==> src/rtl/ppe_rem.sv <==
// Bit-serial unsigned remainder unit, one quotient bit per cycle.
module ppe_rem (
    input  logic        clk,
    input  logic        rst_n,
    input  logic        start,
    input  logic [31:0] dividend,
    input  logic [31:0] divisor,
    output logic        done,
    output logic [31:0] rem
);
    logic [5:0]  cnt_reg, cnt_next;
    logic        busy_reg, busy_next;
    logic        done_reg, done_next;
    logic [32:0] r_reg, r_next;
    logic [31:0] q_reg, q_next;
    logic [31:0] d_reg, d_next;
    logic [32:0] trial;

    always_comb
    begin
        trial     = {r_reg[31:0], q_reg[31]};
        cnt_next  = cnt_reg;
        busy_next = busy_reg;
        done_next = 1'b0;
        r_next    = r_reg;
        q_next    = q_reg;
        d_next    = d_reg;
        if (start)
        begin
            busy_next = 1'b1;
            cnt_next  = 6'd0;
            r_next    = 33'd0;
            q_next    = dividend;
            d_next    = divisor;
        end
        else if (busy_reg)
        begin
            r_next   = (trial >= {1'b0, d_reg}) ? trial - {1'b0, d_reg} : trial;
            q_next   = {q_reg[30:0], 1'b0};
            cnt_next = cnt_reg + 6'd1;
            if (cnt_reg == 6'd31)
            begin
                busy_next = 1'b0;
                done_next = 1'b1;
            end
        end
    end

    always_ff @(posedge clk or negedge rst_n)
    begin
        if (!rst_n)
        begin
            cnt_reg  <= 6'd0;
            busy_reg <= 1'b0;
            done_reg <= 1'b0;
        end
        else
        begin
            cnt_reg  <= cnt_next;
            busy_reg <= busy_next;
            done_reg <= done_next;
        end
    end

    always_ff @(posedge clk)
    begin
        r_reg <= r_next;
        q_reg <= q_next;
        d_reg <= d_next;
    end

    assign done = done_reg;
    assign rem  = r_reg[31:0];
endmodule

==> config.mk <==
export PLATFORM = sky130hd
export DESIGN_NAME = ppe_rem
export DESIGN_NICKNAME = d
export VERILOG_FILES = /design/src/rtl/ppe_rem.sv
export SDC_FILE = /design/constraint.sdc
export NUM_CORES = 1
export LEC_CHECK = 0
export BUFFER_PORTS_ARGS = -buffer_cell sky130_fd_sc_hd__buf_2
export CAP_MARGIN = 10
export CORE_MARGIN = 2
export CORE_UTILIZATION = 40
export CTS_BUF_LIST = sky130_fd_sc_hd__clkbuf_16
export DETAILED_ROUTE_END_ITERATION = 6
export SLEW_MARGIN = 20
export SYNTH_ARGS = -nofsm -noshare
export SYNTH_HDL_FRONTEND = slang
export SYNTH_SLANG_ARGS = --single-unit
==> constraint.sdc <==
create_clock -name clk -period 3 [get_ports clk]
set_clock_uncertainty 0.05 [all_clocks]
set_input_delay 0.45 -clock clk [delete_from_list [all_inputs] [get_ports clk]]
set_output_delay 0.45 -clock clk [all_outputs]
set_load 0.01 [all_outputs]
* Word level (Yosys, flattened, before mapping) *
Index checks and enable logic that the tools add are counted.

cells by class
  $lt $le $gt $ge = 1
  add/subtract/negate cells = 2
  equal/unequal tests = 1
  reduce and logical (&&, ||, !) cells = 1
  muxes and demuxes = 11

operators by type and width
  cell                   count
  $mux W32               3
  $ge A33 B32 Y1         1
  $sub A32 B32 Y32       1
  $mux W6                2
  $add A6 B1 Y6 const B  1
  $eq A6 B5 Y1 const B   1
  $mux W1                6
  $reduce_bool A2 Y1     1

storage, ports and cells
  flip-flop bits (word level) = 104
  output and inout port bits = 33
  input bits = 67
  word-level logic and storage cells = 22

* Longest topological paths before layout *
Gate-level depths: netlist (run 1).

  depth in word-level cells = 4
  gate-level depth with buffers = 12
  depth with buffers taken out = 12

* Least setup slack after synthesis (run 1) *
OpenSTA, ideal clock, no wires.

  path kind = register -> register
  start = register q_reg[31]
  end = register r_reg[30]
  period minus slack after synthesis = 2758 ps
  stages on the path, launching flop included = 13
  required time = 2831 ps
  arrival time = 2589 ps
  slack = 242 ps
  buffers on the path = 0
  library setup time = 119 ps
  path through = edfxtp_1 inv_1 ha_1 inv_1 fa_1 a21o_1 a311o_1 a211oi_2 nor3b_1 a31oi_1 mux2i_1 a21oi_1 o221a_2

between the ends
  longest elaborated chain between the ends = 2
  elaborated cells on any way between the ends = 3
  classes of those cells = 1 x add/sub; 1 x order compare; 1 x mux

RTL lines
  item                                                       RTL line  source
  start: declaration                                         15        logic [31:0] q_reg, q_next;
  start signal: assignment                                   68        q_reg <= q_next;
  $sub A32 B32 Y32 / $ge A33 B32 Y1 (equally long branches)  38        r_next = (trial >= {1'b0, d_reg}) ? trial - {1'b0, d_reg} : trial;
  $mux W32 *                                                 38
  end signal: assignment                                     67        r_reg <= r_next;
  end: declaration                                           14        logic [32:0] r_reg, r_next;

Mark *: on every way between the ends. The rest lies on a longest branch, timed or not.
A chain may end at the register's enable or synchronous reset.

* Worst setup path after layout (run 1) *
  start = register q_reg[31]
  end = register r_reg[16]

The elaborated chain is that of the path after synthesis.

==> results of run 1 <==
-- final cells by class --
class,instances,area share
clock buffers,9,0.03053
clock inverters,7,0.01137
inverters,43,0.02188
multi-input cells,431,0.4270
flip-flops and latches,104,0.3746
well taps,188,0.03189
repair buffers,130,0.1028
-- layout by cell type, fill, tap and decap left out, types with 4 or more instances in the layout --
cell       instances
buf_2             98
edfxtp_1          64
nor2_1            56
nand2_1           43
inv_1             42
a21oi_1           35
mux2_2            33
dfxtp_1           32
ha_1              31
buf_4             29
o21ai_0           18
nor3_1            17
xor2_1            16
a21o_1            13
a211oi_1          13
o211ai_1          12
nand4_1           11
o211a_1           11
clkbuf_16          9
mux2i_1            8
xnor2_1            8
nand3_1            8
dfrtp_1            8
and2_1             7
o21bai_1           7
o21a_1             6
and3_1             5
nand2b_1           4
a311oi_1           4
-- path summary, 6_finish.rpt --
check	startpoint	end	slack, ns	cells after the start
worst max-delay path	q_reg[31]	r_reg[16]	0.07	13
worst min-delay path	divisor[10]	d_reg[10]	0.22	1
worst max register to register	q_reg[31]	r_reg[16]	0.07	13
worst min register to register	r_reg[14]	r_reg[14]	0.46	2
max in group asynchronous	rst_n	busy_reg	2.33	2
min in group asynchronous	rst_n	cnt_reg[4]	0.41	2
-- cell usage after synthesis, drive strengths merged (6+ instances only) --
cell type	n	share of area
nor3	18	0.015
buf	13	0.012
xnor2	8	0.011
a21oi	37	0.031
dfrtp	8	0.033
o21bai	7	0.0086
o21ai	20	0.016
nand4	11	0.011
a21o	13	0.016
and2	7	0.0071
o21a	6	0.0073
ha	33	0.067
clkbuf	17	0.010
nor2	57	0.035
nand3	8	0.0065
mux2	33	0.060
mux2i	8	0.013
edfxtp	64	0.31
nand2	43	0.026
o211a	11	0.018
dfxtp	32	0.10
o211ai	13	0.017
xor2	16	0.023
inv	43	0.026
a211oi	15	0.019
-- layer usage --
metal | track usage | part of all wire
met1 | 0.2236 | 0.45
met2 | 0.3130 | 0.47
met3 | 0.05927 | 0.069
met4 | 0.04783 | 0.012
met5 | 0 | 0
-- metrics by stage --
stage / setup slack, ns / hold slack [ns] / TNS, ns / instances / power, mW
after floorplan: 0.2425 / 0.1044 / 0 / 608 / 1.912
after global placement: 0.07875 / 0.2458 / 0 / 891 / 2.034
after detailed placement: -0.05460 / 0.2498 / -0.05460 / 891 / 2.043
after CTS: 0.04392 / 0.1984 / 0 / 908 / 3.286
after global routing: -0.1135 / 0.2050 / -0.2364 / 912 / 3.398
final: 0.06827 / 0.2184 / 0 / 912 / 3.256
-- cells by family after synthesis --
logic type	count (synthesis)
and+or+nand+nor	170
AOI/OAI and AO/OA	162
DFF	104
buffers and inverters	73
muxes	41
adders and majority gates	34
xor gates and xnor gates	24
-- power by group through the flow --
stage | clock [mW] | combinational (mW) | sequential [mW]
after floorplan | 0 | 0.249 | 1.66
after global placement | 0 | 0.363 | 1.67
after detailed placement | 0 | 0.371 | 1.67
after CTS | 1.27 | 0.375 | 1.64
after global routing | 1.31 | 0.433 | 1.65
final | 1.23 | 0.386 | 1.64
-- timing repair --
item                                   4_1_cts  5_1_grt
hold buffers                                 1        0
setup endpoints to repair                    2       18
endpoints found under the hold margin        8        0
buffers inserted                             0        4
pin swaps                                    4       10
resized for setup                            3       12
==> impl_metrics.json, run 1 <==
{
  "status": "complete, no violations",
  "multi_input_area_mm2": 0.003149,
  "synth_cell_types": 71,
  "finalSetupViolCount": 0,
  "cp-start-kind": "flip-flop",
  "num_rows": 45,
  "grtUsageTotal": 0.1831,
  "drtAntennaViolNets": 0,
  "grt_pass1_wl_um": 24030,
  "synth_edf_count": 64,
  "cp_max_fo": 2,
  "utilization": 0.4888,
  "die_h_um": 127.9,
  "path_cells": "inv_1, ha_2, inv_2, fa_2, a21o_1, a311o_1, a211oi_2, buf_4, o21bai_1, a21oi_1, xor2_1, o211ai_1, o211a_1",
  "viasPerCell": 5.383,
  "grt_max_degree": 40,
  "die_area_mm2": 0.01637,
  "crit_family": "compound AO/OA/AOI/OAI gates",
  "place_congestion": 0.8352,
  "synth_top_family_by_area": "compound AO/OA/AOI/OAI gates",
  "coreArea_mm2": 0.01509,
  "cpPeakStageDelay_ns": 0.39,
  "start_util": 0.4071,
  "power_frac_clock": 0.378,
  "final_layout_size_suffix_gt1_frac": 0.2804,
  "synthXorXnorAreaFrac": 0.03422,
  "p_seq_frac": 0.504,
  "synth_compound_area_frac": 0.1931,
  "crit_arrival_ns": 3.12,
  "final_nets": 820,
  "switchingPower_mw": 0.7975,
  "io_buffers": 99,
  "cts_tree": "yes",
  "min_period_over_period": 0.9772,
  "vias": 4909,
  "regArea_mm2": 0.002763,
  "cts-buffers-inserted": 9,
  "drt_iter0_drc": 296,
  "dr.pass1.iters": 4,
  "synthMuxAreaShare": 0.07352,
  "synthToLayoutAreaGrowth_pct": 20.06,
  "fillers": 1418,
  "rsz0062_at_grt": "true",
  "wl_um": 14500,
  "gr-total-overflow": 0,
  "worst_ir_drop_vdd_mv": 0.3716,
  "ys.flop_type": "edfxtp_1",
  "yosys.area_share.simple": 0.1301,
  "htree_levels": 3,
  "critPathKind": "flip-flop to flip-flop",
  "maxSlewViolCount": 0,
  "ys.warnings.count": 0,
  "syn-num-nets": 709,
  "antenna_found_initial": 0,
  "io_pins": 100,
  "syn_avg_cell_area_um2": 10.10,
  "synth.cell_area_mm2": 0.006143,
  "clock.fmax_mhz": 341.1,
  "min_period_ns": 2.932,
  "grt_pass1_vias": 4899,
  "cts.sink_count": 104,
  "drv_cap": 0,
  "yosysSeqAreaShare": 0.4497,
  "placed_area_mm2": 0.006958,
  "internal-power_mw": 2.459,
  "worst_pin_slew_ns": 0.7191,
  "wire_per_inst_um": 15.89,
  "critPathSlowestCell": "a311o_1",
  "pwr-share-comb": 0.119,
  "path_clk_slew_ns": 0.07,
  "cp.required_ns": 3.19,
  "p_per_area_mw_per_mm2": 441.4,
  "clk_latency_ns": 0.35,
  "place_hpwl_um": 10620,
  "endpoint_kind": "flip-flop",
  "cts_max_path_buffers": 2,
  "syn_inst": 608,
  "die_x_um": 127.9,
  "synth-seq-cells": 104,
  "finalInstanceArea_mm2": 0.007376,
  "critPathBufInv": 3,
  "synthAdderAreaFrac": 0.07047,
  "p_sw_frac": 0.2449,
  "synthArstFlopShare": 0.07692,
  "p_leak_nw": 3.307,
  "min_path_type": "input port to flip-flop",
  "cts-root-buf": "clkbuf_16",
  "drc": 0,
  "maxSlewHeadroom": 0.5201,
  "num_antenna_cells": 0,
  "final_hold_viol_count": 0
}
No activity file was read; power rests on OpenSTA's default activity.
==> inputs of run 2 (changes only) <==
--- a/config.mk
+++ b/config.mk
@@ -5,12 +5,13 @@
 export SDC_FILE = /design/constraint.sdc
 export NUM_CORES = 1
 export LEC_CHECK = 0
-export BUFFER_PORTS_ARGS = -buffer_cell sky130_fd_sc_hd__buf_2
 export CAP_MARGIN = 10
 export CORE_MARGIN = 2
-export CORE_UTILIZATION = 40
+export CORE_UTILIZATION = 60
 export CTS_BUF_LIST = sky130_fd_sc_hd__clkbuf_16
 export DETAILED_ROUTE_END_ITERATION = 6
+export DONT_BUFFER_PORTS = 1
+export PLACE_DENSITY = 0.76
 export SLEW_MARGIN = 20
 export SYNTH_ARGS = -nofsm -noshare
 export SYNTH_HDL_FRONTEND = slang
==> run 2 against run 1 <==
Compared with the run above:
- clock-buffer cell count stayed put
- sequential share of layout area rose by 2.8 points
- total power decreased by 4.6%
- via count decreased by 5.0%
- cell area is 6.7% lower
- worst setup slack improved by 0.057 ns
- die area fell by 32%
- sequential power about the same
- critical path depth is 2 lower
- register-to-register slack gained 0.06 ns
==> impl_metrics.json, run 2 (synthesis results as in run 1) <==
{
  "worst_pin_slew_ns": 0.5511,
  "fillers": 750,
  "synthToLayoutAreaGrowth_pct": 11.98,
  "start_util": 0.6228,
  "min_period_over_period": 0.9582,
  "finalSetupViolCount": 0,
  "regArea_mm2": 0.002766,
  "viasPerCell": 6.081,
  "p_seq_frac": 0.528,
  "ff2ff_path_depth": 11,
  "cp-endpoint": "r_reg[14]",
  "num_rows": 36,
  "num_antenna_cells": 0,
  "maxSlewViolCount": 0,
  "finalInstanceArea_mm2": 0.006879,
  "clock.fmax_mhz": 347.9,
  "min_period_ns": 2.875,
  "status": "complete, no violations",
  "p_leak_nw": 2.897,
  "p_sw_frac": 0.2460,
  "stdcell_count": 767,
  "drt_iter0_drc": 270,
  "drv_cap": 0,
  "cp-startpoint": "d_reg[4]",
  "wl_um": 13790,
  "worst_ir_drop_vdd_mv": 0.4292,
  "utilization": 0.6974,
  "drc": 0,
  "numPlacedInstances": 746,
  "io_pins": 100,
  "final_layout_size_suffix_gt1_frac": 0.1924,
  "crit_arrival_ns": 3.07,
  "grt_pass1_wl_um": 22670,
  "rrSetupSlack_ns": 0.13,
  "p_per_area_mw_per_mm2": 451.3,
  "p_total_mw": 3.105,
  "power_frac_clock": 0.366,
  "dp_slack_ns": 0.06435,
  "fin_ws_ns": 0.1254,
  "cp-start-kind": "flip-flop",
  "drtAntennaViolNets": 0,
  "vias": 4664,
  "wire_per_inst_um": 17.98,
  "final_hold_viol_count": 0,
  "io_buffers": 0,
  "rsz0062_at_grt": "true",
  "worstReg2RegEnd": "r_reg[14]",
  "place_congestion": 0.9286,
  "grt_pass1_vias": 4635,
  "cts-root-buf": "clkbuf_16",
  "htree_levels": 3,
  "antenna_found_initial": 0,
  "layout_commonest_cell": "edfxtp_1",
  "cp_max_fo": 6,
  "grtUsageTotal": 0.2574,
  "gr-total-overflow": 0,
  "cts.sink_count": 104,
  "internal-power_mw": 2.341,
  "path_clk_slew_ns": 0.08,
  "coreArea_mm2": 0.009864,
  "critPathKind": "flip-flop to flip-flop",
  "cts_tree": "yes",
  "place_hpwl_um": 10040,
  "grt_max_degree": 92,
  "cts-buffers-inserted": 9,
  "die_x_um": 105.2,
  "endpoint_kind": "flip-flop",
  "final_nets": 730,
  "placed_area_mm2": 0.006459,
  "setup_tns_ns": 0,
  "mostFrequentLayoutCells": "edfxtp_1, nor2_1, inv_1, nand2_1, buf_4",
  "multi_input_area_mm2": 0.003169,
  "min_path_type": "input port to flip-flop",
  "r2r-start": "d_reg[4]",
  "die_h_um": 105.2,
  "holdWs_ns": 0.1297,
  "switchingPower_mw": 0.7638,
  "pwr-share-comb": 0.106,
  "dr.pass1.iters": 4,
  "cts_max_path_buffers": 2,
  "maxSlewHeadroom": 0.6287,
  "die_area_mm2": 0.01106,
  "clk_latency_ns": 0.36,
  "cp.required_ns": 3.19
}
[run 2: cell count changes in the layout (fill, tap and decap cells not counted), sizes merged]
cell / before / now
bufinv: 1 / 0
buf: 129 / 39
clkinvlp: 0 / 1
[run 2: how the worst min path moves through the flow]
stage,start,end,slack (ns),cells after the start
2_1_floorplan,rst_n,busy_reg,0.10,0
3_5_place_dp,rst_n,done,0.10,0
4_1_cts,start,r_reg[17],0.1,1
3_3_place_gp,rst_n,cnt_reg[3],0.10,0
6_report,divisor[19],d_reg[19],0.13,0
5_1_grt,start,r_reg[17],0.1,1
[run 2: power groups by stage]
stage          sequential, mW  combinational, mW  clock, mW
2_1_floorplan            1.66              0.249          0
3_3_place_gp             1.67              0.293          0
3_5_place_dp             1.67              0.303          0
4_1_cts                  1.64              0.309       1.17
5_1_grt                  1.65              0.365       1.22
6_report                 1.64              0.329       1.14
[run 2: what timing repair did]
item	4_1_cts	5_1_grt
endpoints found under the setup margin	0	17
hold buffers	1	0
endpoints found under the hold margin	8	0
resized for setup	0	25
buffers inserted	0	4
[run 2: layout make-up]
type | instances | area share
tap | 133 | 0.02419
clock buffer | 9 | 0.03274
multi-input combinational | 431 | 0.4607
sequential | 104 | 0.4021
clock inverter | 7 | 0.009094
timing repair buffer | 40 | 0.04765
inverter | 43 | 0.02346
[run 2: worst max-delay path, stage by stage, from the launching register on]
cell and delay (ns):
edfxtp_1 0.36, inv_1 0.06, ha_2 0.30, a21o_1 0.21, or3b_4 0.41, o211ai_4 0.20, a2111oi_4 0.12, o31a_1 0.40
buf_4 0.20, o211a_1 0.15, a211oi_2 0.21, nor3_1 0.07
[run 2: routing by layer]
layer / vias up / wire (µm) / global-route usage / part of all wire
li1: 2293 / - / - / -
met5: - / 0 / 0 / 0
met3: 20 / 835 / 0.07798 / 0.061
met4: 0 / 221 / 0.07048 / 0.016
met2: 138 / 6573 / 0.4134 / 0.48
met1: 2213 / 6161 / 0.3376 / 0.45
==> inputs of run 3 (changes only) <==
--- a/config.mk
+++ b/config.mk
@@ -7,11 +7,11 @@
 export LEC_CHECK = 0
 export CAP_MARGIN = 10
 export CORE_MARGIN = 2
-export CORE_UTILIZATION = 60
+export CORE_UTILIZATION = 64
 export CTS_BUF_LIST = sky130_fd_sc_hd__clkbuf_16
 export DETAILED_ROUTE_END_ITERATION = 6
 export DONT_BUFFER_PORTS = 1
-export PLACE_DENSITY = 0.76
+export PLACE_DENSITY = 0.8
 export SLEW_MARGIN = 20
 export SYNTH_ARGS = -nofsm -noshare
 export SYNTH_HDL_FRONTEND = slang
==> run 3 against run 2 <==
Compared with the run above:
- first-iteration DRC count fell by 33%
- global-route usage rose by 1.3 points
- sequential power barely moved
- wire length rose by 1.1%
- cell area rose by 0.33%
- cell count rose by 0.13%
- flip-flop and latch count did not move
- clock-buffer cell count did not move
- critical path type unchanged
==> impl_metrics.json, run 3 (synthesis results as in run 1) <==
{
  "cts_max_path_buffers": 2,
  "num_antenna_cells": 0,
  "status": "complete, no violations",
  "drv_cap": 0,
  "cts-buffers-inserted": 9,
  "grt_pass1_wl_um": 21880,
  "clock.fmax_mhz": 344.0,
  "fin_ws_ns": 0.09277,
  "die_area_mm2": 0.01040,
  "htree_levels": 3,
  "crit_family": "compound AO/OA/AOI/OAI gates",
  "wl_um": 13940,
  "num_rows": 35,
  "clk_latency_ns": 0.34,
  "coreArea_mm2": 0.009284,
  "final_nets": 735,
  "rsz0062_at_grt": "true",
  "cpPeakStageDelay_ns": 0.38,
  "utilization": 0.7434,
  "gr-total-overflow": 0,
  "p_per_area_mw_per_mm2": 453.0,
  "endpoint_kind": "flip-flop",
  "crit_arrival_ns": 3.09,
  "drc": 0,
  "vias": 4699,
  "grtUsageTotal": 0.2699,
  "path_clk_slew_ns": 0.08,
  "setup_tns_ns": 0,
  "final_layout_size_suffix_gt1_frac": 0.1894,
  "place_hpwl_um": 9903,
  "stdcell_count": 768,
  "drt_iter0_drc": 181,
  "min_period_over_period": 0.9691,
  "critPathKind": "flip-flop to flip-flop",
  "worst_ir_drop_vdd_mv": 0.4124,
  "min_from": "start",
  "cp_max_fo": 3,
  "wire_per_inst_um": 18.16,
  "dp_slack_ns": 0.04133,
  "min_period_ns": 2.907,
  "maxSlewHeadroom": 0.5575,
  "start_util": 0.6617,
  "p_leak_nw": 2.917,
  "cts.sink_count": 104,
  "die_h_um": 102.0,
  "layout_commonest_cell": "edfxtp_1",
  "mostFrequentLayoutCells": "edfxtp_1, nor2_1, nand2_1, buf_4, inv_1",
  "numPlacedInstances": 748,
  "worst_pin_slew_ns": 0.6631,
  "drtAntennaViolNets": 0,
  "min_path_type": "input port to flip-flop",
  "critPathSlowestCell": "edfxtp_1",
  "antenna_found_initial": 0,
  "io_buffers": 0,
  "dr.pass1.iters": 4,
  "io_pins": 100,
  "grt_pass1_vias": 4671,
  "p_total_mw": 3.126,
  "finalSetupViolCount": 0,
  "r2r-start": "q_reg[31]",
  "maxSlewViolCount": 0,
  "place_congestion": 0.8923,
  "cp-startpoint": "q_reg[31]",
  "die_x_um": 102.0,
  "grt_max_degree": 92,
  "synthToLayoutAreaGrowth_pct": 12.34,
  "path_cells": "inv_1, ha_2, inv_2, fa_2, a21o_1, a311o_1, a211oi_2, nor3b_2, a31oi_1, mux2i_1, a21oi_1, o221a_2",
  "cp.required_ns": 3.18,
  "critPathBufInv": 2,
  "final_hold_viol_count": 0,
  "cts_tree": "yes",
  "viasPerCell": 6.118,
  "cts-root-buf": "clkbuf_16",
  "cp-start-kind": "flip-flop"
}
-- run 3: per-stage QoR --
step	area (µm²)	hold WS [ns]
final	6902	0.1183
after global placement	6486	0.1045
after CTS	6794	0.1077
after detailed placement	6486	0.1045
after global routing	6902	0.1119
after floorplan	6143	0.1044
-- run 3: what timing repair did --
item                                    CTS  global route
hold endpoints to repair                  8             0
hold buffers                              1             0
gates resized for setup                   0            17
endpoints found under the setup margin    0            21
buffers inserted                          0             3
-- run 3: path summary, 6_finish.rpt --
check / end / slack, ns / cells past startpoint
max: r_reg[30] / 0.09 / 12
min: cnt_reg[3] / 0.12 / 1
max reg2reg: r_reg[30] / 0.09 / 12
min reg2reg: q_reg[13] / 0.49 / 1
max in group asynchronous: cnt_reg[4] / 2.24 / 1
min in group asynchronous: cnt_reg[3] / 0.39 / 1
-- run 3: per-layer routing --
| metal | global-route usage | wire [µm] | vias to the layer above |
|---|---|---|---|
| li1 | - | - | 2297 |
| met3 | 0.07592 | 933 | 40 |
| met4 | 0.1097 | 421 | 0 |
| met5 | 0 | 0 | - |
| met2 | 0.4626 | 6734 | 161 |
| met1 | 0.3210 | 5854 | 2201 |
-- run 3: final cells by class --
| cell class | count | area, µm² |
|---|---|---|
| clock buffer | 9 | 225.2 |
| timing repair buffer | 45 | 352.8 |
| sequential | 104 | 2763 |
| inverter | 43 | 161.4 |
| clock inverter | 7 | 72.57 |
| fill | 678 | 2382 |
| multi-input combinational | 431 | 3166 |
| tap | 129 | 161.4 |
-- run 3: power by group --
group,internal (mW),switching (mW)
clock network,0.589,0.572
logic,0.150,0.173
registers,1.61,0.0313
-- run 3: worst register-to-register path, delay by kind of cell, from the launching register on --
family	cells	cell delay, ns
fa+ha+maj	2	0.54
simple gates	1	0.11
compound gates	6	1.39
buf+inv	2	0.11
flops	1	0.38
mux	1	0.21
